`src/rtl/core/iwd_pkg.sv`:
```
// ----------------------------------------------------------------------------
// iwd_pkg
// Shared types, calendar tables and small arithmetic helpers for the ISO
// week date converter.
// ----------------------------------------------------------------------------
package iwd_pkg;

  // Width of the unreduced residue sum and of a residue mod 400.
  localparam int SUM_W = 16;
  localparam int REM_W = 9;

  // Reciprocal of 400 scaled by 2^RECIP_SHIFT, rounded down.
  localparam int          RECIP_SHIFT = 24;
  localparam logic [15:0] RECIP_400   = 16'd41943;
  localparam logic [9:0]  YEARS_CYCLE = 10'd400;
  localparam logic [8:0]  REM_LAST    = 9'd399;

  localparam logic [5:0] WEEKS_LONG  = 6'd53;
  localparam logic [5:0] WEEKS_SHORT = 6'd52;

  localparam logic [2:0] DAY_WED = 3'd3;
  localparam logic [2:0] DAY_THU = 3'd4;
  localparam logic [2:0] DAY_SUN = 3'd7;

  // Stage enables of the mod-400 unit.
  typedef struct packed {
    logic s1;
    logic s2;
    logic s3;
  } iwd_mod_en_t;

  // Year split into century code (0..3) and year within century.
  typedef struct packed {
    logic [1:0] cen;
    logic [6:0] yc;
    logic       leap;
  } iwd_cent_t;

  // Floor of v / 7 for v below 512.
  function automatic logic [6:0] div7(input logic [8:0] v);
    logic [21:0] p;
    p = 22'(v) * 22'(586);
    return p[18:12];
  endfunction

  function automatic logic [2:0] mod7(input logic [8:0] v);
    logic [8:0] r;
    r = v - 9'(div7(v)) * 9'd7;
    return r[2:0];
  endfunction

  function automatic iwd_cent_t split400(input logic [8:0] r);
    iwd_cent_t  c;
    logic [8:0] rest;
    priority if (r >= 9'd300) begin
      c.cen = 2'd3;
      rest  = r - 9'd300;
    end else if (r >= 9'd200) begin
      c.cen = 2'd2;
      rest  = r - 9'd200;
    end else if (r >= 9'd100) begin
      c.cen = 2'd1;
      rest  = r - 9'd100;
    end else begin
      c.cen = 2'd0;
      rest  = r;
    end
    c.yc   = rest[6:0];
    c.leap = (rest[1:0] == 2'd0) && ((rest != 9'd0) || (c.cen == 2'd0));
    return c;
  endfunction

  function automatic logic [2:0] mon_off(input logic [3:0] m, input logic leap);
    logic [2:0] o;
    unique case (m)
      4'd1:    o = leap ? 3'd6 : 3'd0;
      4'd2:    o = leap ? 3'd2 : 3'd3;
      4'd3:    o = 3'd3;
      4'd4:    o = 3'd6;
      4'd5:    o = 3'd1;
      4'd6:    o = 3'd4;
      4'd7:    o = 3'd6;
      4'd8:    o = 3'd2;
      4'd9:    o = 3'd5;
      4'd10:   o = 3'd0;
      4'd11:   o = 3'd3;
      4'd12:   o = 3'd5;
      default: o = 3'd0;
    endcase
    return o;
  endfunction

  // Days before the first of month m.
  function automatic logic [8:0] cum_days(input logic [3:0] m, input logic leap);
    logic [8:0] c;
    unique case (m)
      4'd1:    c = 9'd0;
      4'd2:    c = 9'd31;
      4'd3:    c = 9'd59;
      4'd4:    c = 9'd90;
      4'd5:    c = 9'd120;
      4'd6:    c = 9'd151;
      4'd7:    c = 9'd181;
      4'd8:    c = 9'd212;
      4'd9:    c = 9'd243;
      4'd10:   c = 9'd273;
      4'd11:   c = 9'd304;
      4'd12:   c = 9'd334;
      default: c = 9'd0;
    endcase
    if (leap && (m > 4'd2)) begin
      c = c + 9'd1;
    end
    return c;
  endfunction

  function automatic logic [4:0] month_len(input logic [3:0] m, input logic leap);
    logic [4:0] n;
    unique case (m)
      4'd1, 4'd3, 4'd5, 4'd7, 4'd8, 4'd10, 4'd12: n = 5'd31;
      4'd4, 4'd6, 4'd9, 4'd11:                    n = 5'd30;
      4'd2:                                       n = leap ? 5'd29 : 5'd28;
      default:                                    n = 5'd0;
    endcase
    return n;
  endfunction

endpackage

```
`src/rtl/core/iwd_mod400.sv`:
```
// ----------------------------------------------------------------------------
// iwd_mod400
// Three-stage unit that gives the non-negative remainder of a signed year
// modulo 400: weighted nibble sum, reciprocal multiply, subtract and correct.
// ----------------------------------------------------------------------------
module iwd_mod400
  import iwd_pkg::*;
#(
  parameter int YEAR_BITS = 16
) (
  input  logic                 clk,
  input  iwd_mod_en_t          en,
  input  logic [YEAR_BITS-1:0] year,
  output logic [REM_W-1:0]     rem
);

  localparam int NCH   = (YEAR_BITS - 1 + 3) / 4;
  localparam int LOW_W = NCH * 4;
  // Sign bit weighs -2^(YEAR_BITS-1), taken here as its positive residue.
  localparam logic [8:0] SIGN_WGT =
    9'((400 - ((64'd1 << (YEAR_BITS - 1)) % 400)) % 400);

  logic [LOW_W-1:0] ylo;
  logic [SUM_W-1:0] part [NCH];
  logic [SUM_W-1:0] sum_nxt;
  logic [SUM_W-1:0] sum_r;
  logic [SUM_W-1:0] sum2_r;
  logic [7:0]       quo_r;
  logic [31:0]      prod;
  logic [SUM_W-1:0] diff;
  logic [REM_W-1:0] rem_nxt;
  logic [REM_W-1:0] rem_r;

  assign ylo = LOW_W'(year[YEAR_BITS-2:0]);

  for (genvar j = 0; j < NCH; j++) begin : g_chunk
    localparam logic [8:0] WGT = 9'((64'd1 << (4 * j)) % 400);
    assign part[j] = SUM_W'(ylo[4*j +: 4]) * SUM_W'(WGT);
  end

  always_comb begin
    sum_nxt = year[YEAR_BITS-1] ? SUM_W'(SIGN_WGT) : '0;
    for (int j = 0; j < NCH; j++) begin
      sum_nxt = sum_nxt + part[j];
    end
  end

  assign prod = 32'(sum_r) * 32'(RECIP_400);

  // Quotient is exact or one short; fix with one subtract.
  always_comb begin
    diff = sum2_r - SUM_W'(quo_r) * SUM_W'(YEARS_CYCLE);
    if (diff >= SUM_W'(YEARS_CYCLE)) begin
      diff = diff - SUM_W'(YEARS_CYCLE);
    end
    rem_nxt = diff[REM_W-1:0];
  end

  always_ff @(posedge clk) begin
    if (en.s1) begin
      sum_r <= sum_nxt;
    end
    if (en.s2) begin
      quo_r  <= prod[RECIP_SHIFT +: 8];
      sum2_r <= sum_r;
    end
    if (en.s3) begin
      rem_r <= rem_nxt;
    end
  end

  assign rem = rem_r;

endmodule

```
`src/rtl/core/iso_week_date_from_date_unit.sv`:
```
// ----------------------------------------------------------------------------
// iso_week_date_from_date_unit
// Converts a proleptic Gregorian date into an ISO 8601 week date.
// ----------------------------------------------------------------------------
// One date enters per clock cycle while in_ready is high; each passes through
// the seven-stage pipeline (year mod 400, century split, weekday sums, mod 7,
// week decision). When the output is held, stages with a
// bubble still fill, so input stops only once every stage is occupied. A bad
// month or day gives input_ok low and all other result fields zero.
module iso_week_date_from_date_unit
  import iwd_pkg::*;
#(
  parameter int YEAR_BITS = 16
) (
  input  logic                        clk,
  input  logic                        rst_n,
  input  logic                        in_valid,
  output logic                        in_ready,
  input  logic signed [YEAR_BITS-1:0] in_year,
  input  logic        [3:0]           in_month,
  input  logic        [4:0]           in_day,
  output logic                        out_valid,
  input  logic                        out_ready,
  output logic signed [YEAR_BITS-1:0] out_iso_year,
  output logic        [5:0]           out_iso_week,
  output logic        [2:0]           out_iso_weekday,
  output logic                        out_input_ok
);

  localparam int STAGES = 7;

  logic [STAGES-1:0] v_r;
  logic [STAGES-1:0] en;
  iwd_mod_en_t       mod_en;
  logic [REM_W-1:0]  rem;

  logic [YEAR_BITS-1:0] y_r [6];
  logic [3:0]           m_r [4];
  logic [4:0]           d_r [4];

  // stage 4
  logic [REM_W-1:0] rem_m1;
  iwd_cent_t        cy_nxt, cm_nxt, cy_r, cm_r;
  // stage 5
  logic [7:0] base_y, base_m;
  logic [7:0] x_nxt, x1_nxt, xm1_nxt, x_r, x1_r, xm1_r;
  logic [8:0] doy_nxt, doy5_r, doy6_r;
  logic       ok_nxt, ok5_r, ok6_r;
  logic       lp5_r, lpm5_r, lp6_r, lpm6_r;
  // stage 6
  logic [2:0] wd_nxt, j1_nxt, j1m_nxt, wd_r, j1_r, j1m_r;
  // stage 7
  logic [8:0]           wk_arg;
  logic [5:0]           wk;
  logic [5:0]           weeks_y, weeks_m;
  logic [YEAR_BITS-1:0] iso_year_nxt;
  logic [5:0]           iso_week_nxt;
  logic [YEAR_BITS-1:0] iso_year_r;
  logic [5:0]           iso_week_r;
  logic [2:0]           iso_wd_r;
  logic                 ok_r;

  // A stage advances when it is empty or the stage after it advances.
  always_comb begin
    en[STAGES-1] = !v_r[STAGES-1] || out_ready;
    for (int k = STAGES - 2; k >= 0; k--) begin
      en[k] = !v_r[k] || en[k+1];
    end
  end

  assign in_ready  = en[0];
  assign out_valid = v_r[STAGES-1];

  always_ff @(posedge clk) begin
    if (!rst_n) begin
      v_r <= '0;
    end else begin
      if (en[0]) begin
        v_r[0] <= in_valid;
      end
      for (int k = 1; k < STAGES; k++) begin
        if (en[k]) begin
          v_r[k] <= v_r[k-1];
        end
      end
    end
  end

  assign mod_en = '{s1: en[0], s2: en[1], s3: en[2]};

  iwd_mod400 #(
    .YEAR_BITS(YEAR_BITS)
  ) u_mod400 (
    .clk (clk),
    .en  (mod_en),
    .year(in_year),
    .rem (rem)
  );

  // Stage 4: century code, year in century and leap flag for y and y-1.
  always_comb begin
    rem_m1 = (rem == '0) ? REM_LAST : rem - 9'd1;
    cy_nxt = split400(rem);
    cm_nxt = split400(rem_m1);
  end

  // Stage 5: date check, day of year and the three weekday sums.
  always_comb begin
    base_y  = 8'(3'd6 - {cy_r.cen, 1'b0}) + 8'(cy_r.yc) + 8'(cy_r.yc >> 2);
    base_m  = 8'(3'd6 - {cm_r.cen, 1'b0}) + 8'(cm_r.yc) + 8'(cm_r.yc >> 2);
    x_nxt   = base_y + 8'(mon_off(m_r[3], cy_r.leap)) + 8'(d_r[3]);
    x1_nxt  = base_y + 8'(mon_off(4'd1, cy_r.leap)) + 8'd1;
    xm1_nxt = base_m + 8'(mon_off(4'd1, cm_r.leap)) + 8'd1;
    doy_nxt = cum_days(m_r[3], cy_r.leap) + 9'(d_r[3]);
    ok_nxt  = (m_r[3] >= 4'd1) && (m_r[3] <= 4'd12) && (d_r[3] != 5'd0)
              && (d_r[3] <= month_len(m_r[3], cy_r.leap));
  end

  // Stage 6: reduce mod 7, Sunday as 7.
  always_comb begin
    wd_nxt  = mod7(9'(x_r));
    j1_nxt  = mod7(9'(x1_r));
    j1m_nxt = mod7(9'(xm1_r));
    if (wd_nxt == 3'd0) begin
      wd_nxt = DAY_SUN;
    end
    if (j1_nxt == 3'd0) begin
      j1_nxt = DAY_SUN;
    end
    if (j1m_nxt == 3'd0) begin
      j1m_nxt = DAY_SUN;
    end
  end

  // Stage 7: week number and the move into the neighboring ISO year.
  always_comb begin
    wk_arg  = doy6_r - 9'(wd_r) + 9'd10;
    wk      = 6'(div7(wk_arg));
    weeks_y = ((j1_r == DAY_THU) || ((j1_r == DAY_WED) && lp6_r))
              ? WEEKS_LONG : WEEKS_SHORT;
    weeks_m = ((j1m_r == DAY_THU) || ((j1m_r == DAY_WED) && lpm6_r))
              ? WEEKS_LONG : WEEKS_SHORT;
    iso_year_nxt = y_r[5];
    iso_week_nxt = wk;
    priority if (wk == 6'd0) begin
      iso_year_nxt = y_r[5] - YEAR_BITS'(1);
      iso_week_nxt = weeks_m;
    end else if (wk > weeks_y) begin
      iso_year_nxt = y_r[5] + YEAR_BITS'(1);
      iso_week_nxt = 6'd1;
    end else begin
      iso_year_nxt = y_r[5];
    end
  end

  always_ff @(posedge clk) begin
    if (en[0]) begin
      y_r[0] <= in_year;
      m_r[0] <= in_month;
      d_r[0] <= in_day;
    end
    for (int k = 1; k < 6; k++) begin
      if (en[k]) begin
        y_r[k] <= y_r[k-1];
      end
    end
    for (int k = 1; k < 4; k++) begin
      if (en[k]) begin
        m_r[k] <= m_r[k-1];
        d_r[k] <= d_r[k-1];
      end
    end
    if (en[3]) begin
      cy_r <= cy_nxt;
      cm_r <= cm_nxt;
    end
    if (en[4]) begin
      x_r    <= x_nxt;
      x1_r   <= x1_nxt;
      xm1_r  <= xm1_nxt;
      doy5_r <= doy_nxt;
      ok5_r  <= ok_nxt;
      lp5_r  <= cy_r.leap;
      lpm5_r <= cm_r.leap;
    end
    if (en[5]) begin
      wd_r   <= wd_nxt;
      j1_r   <= j1_nxt;
      j1m_r  <= j1m_nxt;
      doy6_r <= doy5_r;
      ok6_r  <= ok5_r;
      lp6_r  <= lp5_r;
      lpm6_r <= lpm5_r;
    end
    if (en[6]) begin
      // Drop every field to zero for an invalid date.
      iso_year_r <= ok6_r ? iso_year_nxt : '0;
      iso_week_r <= ok6_r ? iso_week_nxt : '0;
      iso_wd_r   <= ok6_r ? wd_r : '0;
      ok_r       <= ok6_r;
    end
  end

  assign out_iso_year    = iso_year_r;
  assign out_iso_week    = iso_week_r;
  assign out_iso_weekday = iso_wd_r;
  assign out_input_ok    = ok_r;

endmodule
```
`config.mk`:
```
export PLATFORM = sky130hd
export DESIGN_NAME = iso_week_date_from_date_unit
export DESIGN_NICKNAME = d
export VERILOG_FILES = /design/src/rtl/core/iwd_pkg.sv /design/src/rtl/core/iwd_mod400.sv /design/src/rtl/core/iso_week_date_from_date_unit.sv
export SDC_FILE = /design/constraint.sdc
export NUM_CORES = 1
export LEC_CHECK = 0
export BUFFER_PORTS_ARGS = -buffer_cell sky130_fd_sc_hd__buf_4
export CAP_MARGIN = 20
export CORE_ASPECT_RATIO = 0.5
export CORE_UTILIZATION = 40
export CTS_CLUSTER_SIZE = 25
export DETAILED_ROUTE_END_ITERATION = 8
export GPL_TIMING_DRIVEN = 1
export PLACE_DENSITY = 0.55
export SLEW_MARGIN = 0
export SYNTH_ARGS = -nofsm -noshare
export SYNTH_HDL_FRONTEND = slang
export SYNTH_SLANG_ARGS = --single-unit
```
`constraint.sdc`:
```
create_clock -name clk -period 6.8 [get_ports clk]
set_input_delay 0.34 -clock clk [delete_from_list [all_inputs] [get_ports clk]]
set_output_delay 0.34 -clock clk [all_outputs]
set_load 0.05 [all_outputs]
```
==> results.tsv <==
metric	value	unit
totalNegativeSetupSlack	0	ns
yosysWarnings	0	
synthesis.nets	2348	
setup_ws	0.393	ns
finalHoldViolCount	0	
vias	13100	
dp_hpwl	31500	µm
synth_top_flop_cell	edfxtp_1	
initial_core_util	40.7	%
drtPass1Iterations	7	
antenna_found_initial	0	
gp_congestion	0.862	
grt-ovfl-total	0	
whs	0.149	ns
clock_latency	0.58	ns
cp_max_fo	4	
slowest_stage	fa_1	
holdCritPathClass	input port to register	
synth_edf_count	261	
clkSinkCount	268	
skew	0.0324	ns
drc_errors	2	
clk_pin_slew	0.06	ns
drt-total-wl	40000	µm
grt_usage	15.1	%
r2r_slack	0.39	ns
numCtsBuffers	28	
setup_viol	0	
ioPinCount	57	
cts_max_level	1	
synth_cell_types	84	
area.growth.synth_to_final	12.3	%
status	complete, but fails checks	
final_layout_size_suffix_gt1_share	7.50	%
final_cell_mix	ha_1 (393), edfxtp_1 (261), inv_1 (247), fa_1 (122), xnor2_1 (87)	
crit_top_cell	ha_1	
grt_pass1_wl	66600	µm
period_needed	6.41	ns
slew_violations	0	
fmax	0.156	GHz
slowest_delay	0.48	ns
wl_per_cell	15.2	µm
cp.arrival	6.81	ns
cts_max_path_buffers	3	
cts_tree	built	
worstMarginPinSlew	1.09	ns
cts_root_buf	clkbuf_16	
violations	design-rule violations	
async_flop_share	0	%
die_h	165	µm
placed_area	22600	µm²
die_area	54200	µm²
placementRows	59	
ys_seq_area_share	37.5	%
viasPerCell	4.96	
worstSetupPathType	register to register	
diodes	0	
synth.avg_cell_area	11.8	µm²
antenna_left	0	
die_w	328	µm
grt_start_max_net_pins	53	
critPathLaunchType	register	
grt_pass1_vias	13200	
dr.first_iter.drc_count	672	
finish.instance_area	23900	µm²
relSlewSlack	27.3	%
portBuffers	56	
crit_path_end_kind	register	
crit_required	7.21	ns
num-nets-final	2455	
fp.coreArea	52300	µm²
period_share	94.2	%
drv_cap	0	
pre_cts_ws	0.0327	ns
synthCells	1804	
final_common_cell	ha_1	
yosys_register_bits	268	
syn-cell-area	21300	µm²
-- cell families (layout without fill, tap and decap cells) --
group	count (synthesis)	count (layout)	share of synthesized area [%]
mux	12	12	0.570
fa+ha+maj	515	515	34.6
compound gates	311	311	9.96
simple gates	299	299	7.25
xor+xnor	125	125	5.24
flops	268	268	37.5
buf+inv	274	403	4.92
-- timing repair --
action                                  CTS  global route
endpoints found under the setup margin    0            19
gates resized for setup                   0            12
hold endpoints to repair                 30             0
buffers inserted                          0             2
hold buffers                             27             0
-- per-layer routing --
| metal | vias to the layer above | wire, µm | global-route usage (%) | part of all wire [%] |
|---|---|---|---|---|
| met2 | 134 | 18500 | 25.7 | 46 |
| met5 | - | 0 | 0 | 0 |
| met1 | 6236 | 19900 | 21.0 | 50 |
| li1 | 6650 | - | - | - |
| met4 | 0 | 564 | 2.52 | 1.4 |
| met3 | 39 | 1080 | 1.95 | 2.7 |
-- cell usage after synthesis (4+ instances only) --
| library cell | instances | area [µm²] |
|---|---|---|
| ha_1 | 393 | 4920 |
| edfxtp_1 | 261 | 7840 |
| inv_1 | 248 | 931 |
| fa_1 | 122 | 2440 |
| xnor2_1 | 88 | 771 |
| a21oi_1 | 72 | 360 |
| nor2_1 | 69 | 259 |
| nand2_1 | 62 | 233 |
| o21ai_0 | 55 | 275 |
| a21o_1 | 46 | 345 |
| xor2_1 | 35 | 307 |
| nor2b_1 | 26 | 163 |
| nor3_1 | 25 | 125 |
| o21bai_1 | 21 | 158 |
| nand3_1 | 20 | 100 |
| and3_1 | 17 | 106 |
| nand2b_1 | 16 | 100 |
| clkbuf_1 | 15 | 56.3 |
| a31oi_1 | 13 | 81.3 |
| a211oi_1 | 12 | 90.1 |
| or3_1 | 12 | 75.1 |
| mux2i_1 | 11 | 110 |
| o21a_1 | 11 | 82.6 |
| and2_1 | 8 | 50.1 |
| nand4_1 | 8 | 50.1 |
| a32oi_1 | 7 | 61.3 |
| dfxtp_1 | 7 | 140 |
| o22ai_1 | 6 | 37.5 |
| a21boi_0 | 5 | 37.5 |
| a311oi_1 | 5 | 43.8 |
| nand3b_1 | 5 | 37.5 |
| nor4_1 | 5 | 31.3 |
| or4_1 | 5 | 37.5 |
| nor3b_1 | 4 | 30.0 |
| o211ai_1 | 4 | 30.0 |
| o31a_1 | 4 | 35.0 |
| or2_2 | 4 | 25.0 |
-- per-stage QoR --
step                      util, %  cells
after CTS                    45.6   2631
final                        45.7   2634
after detailed placement     43.2   2552
after floorplan                 -   1804
after global placement       43.2   2552
after global routing         45.7   2634
-- critical path: cells and delay by family, from the launching register on --
kind	cells	cell delay (ns)
muxes	1	0.22
xor gates and xnor gates	2	0.46
and+or+nand+nor	6	0.95
adders and majority gates	8	2.54
DFF	1	0.38
buffers and inverters	2	0.12
AOI/OAI and AO/OA	8	1.57
-- layout make-up --
class	count	area, µm²
flip-flops and latches	268	7980
multi-input cells	1262	12300
fillers	4816	28400
clock buffers	36	731
inverters	251	942
clock inverters	16	220
well taps	701	877
repair buffers	100	831
-- path summary, 6_finish.rpt --
check,start,to,cells past startpoint
worst max register to register,wd_r[1]$_SDFFCE_PN1P_,out_iso_year[5]$_SDFFCE_PN0P_,27
worst max-delay path,wd_r[1]$_SDFFCE_PN1P_,out_iso_year[5]$_SDFFCE_PN0P_,27
worst min-delay path,out_ready,v_r[6]$_SDFFE_PN0P_,3
worst min register to register,y_r[3][2]$_DFFE_PP_,y_r[4][2]$_DFFE_PP_,0
-- sequential cells by signal (all words and copies together), names as in the netlist, 6 cells and up --
signal,flops
u_mod400.rem,9
u_mod400.sum_r,13
d_r,20
v_r,7
xm1_r,8
u_mod400.sum2_r,13
doy5_r,9
x1_r,8
cm_r,10
cy_r,10
y_r,80
x_r,8
u_mod400.quo_r,7
out_iso_week,6
m_r,16
out_iso_year,16
doy6_r,9
Power is not shown: default switching activity piles up to over one toggle a cycle in this logic, so the estimate is an artifact.
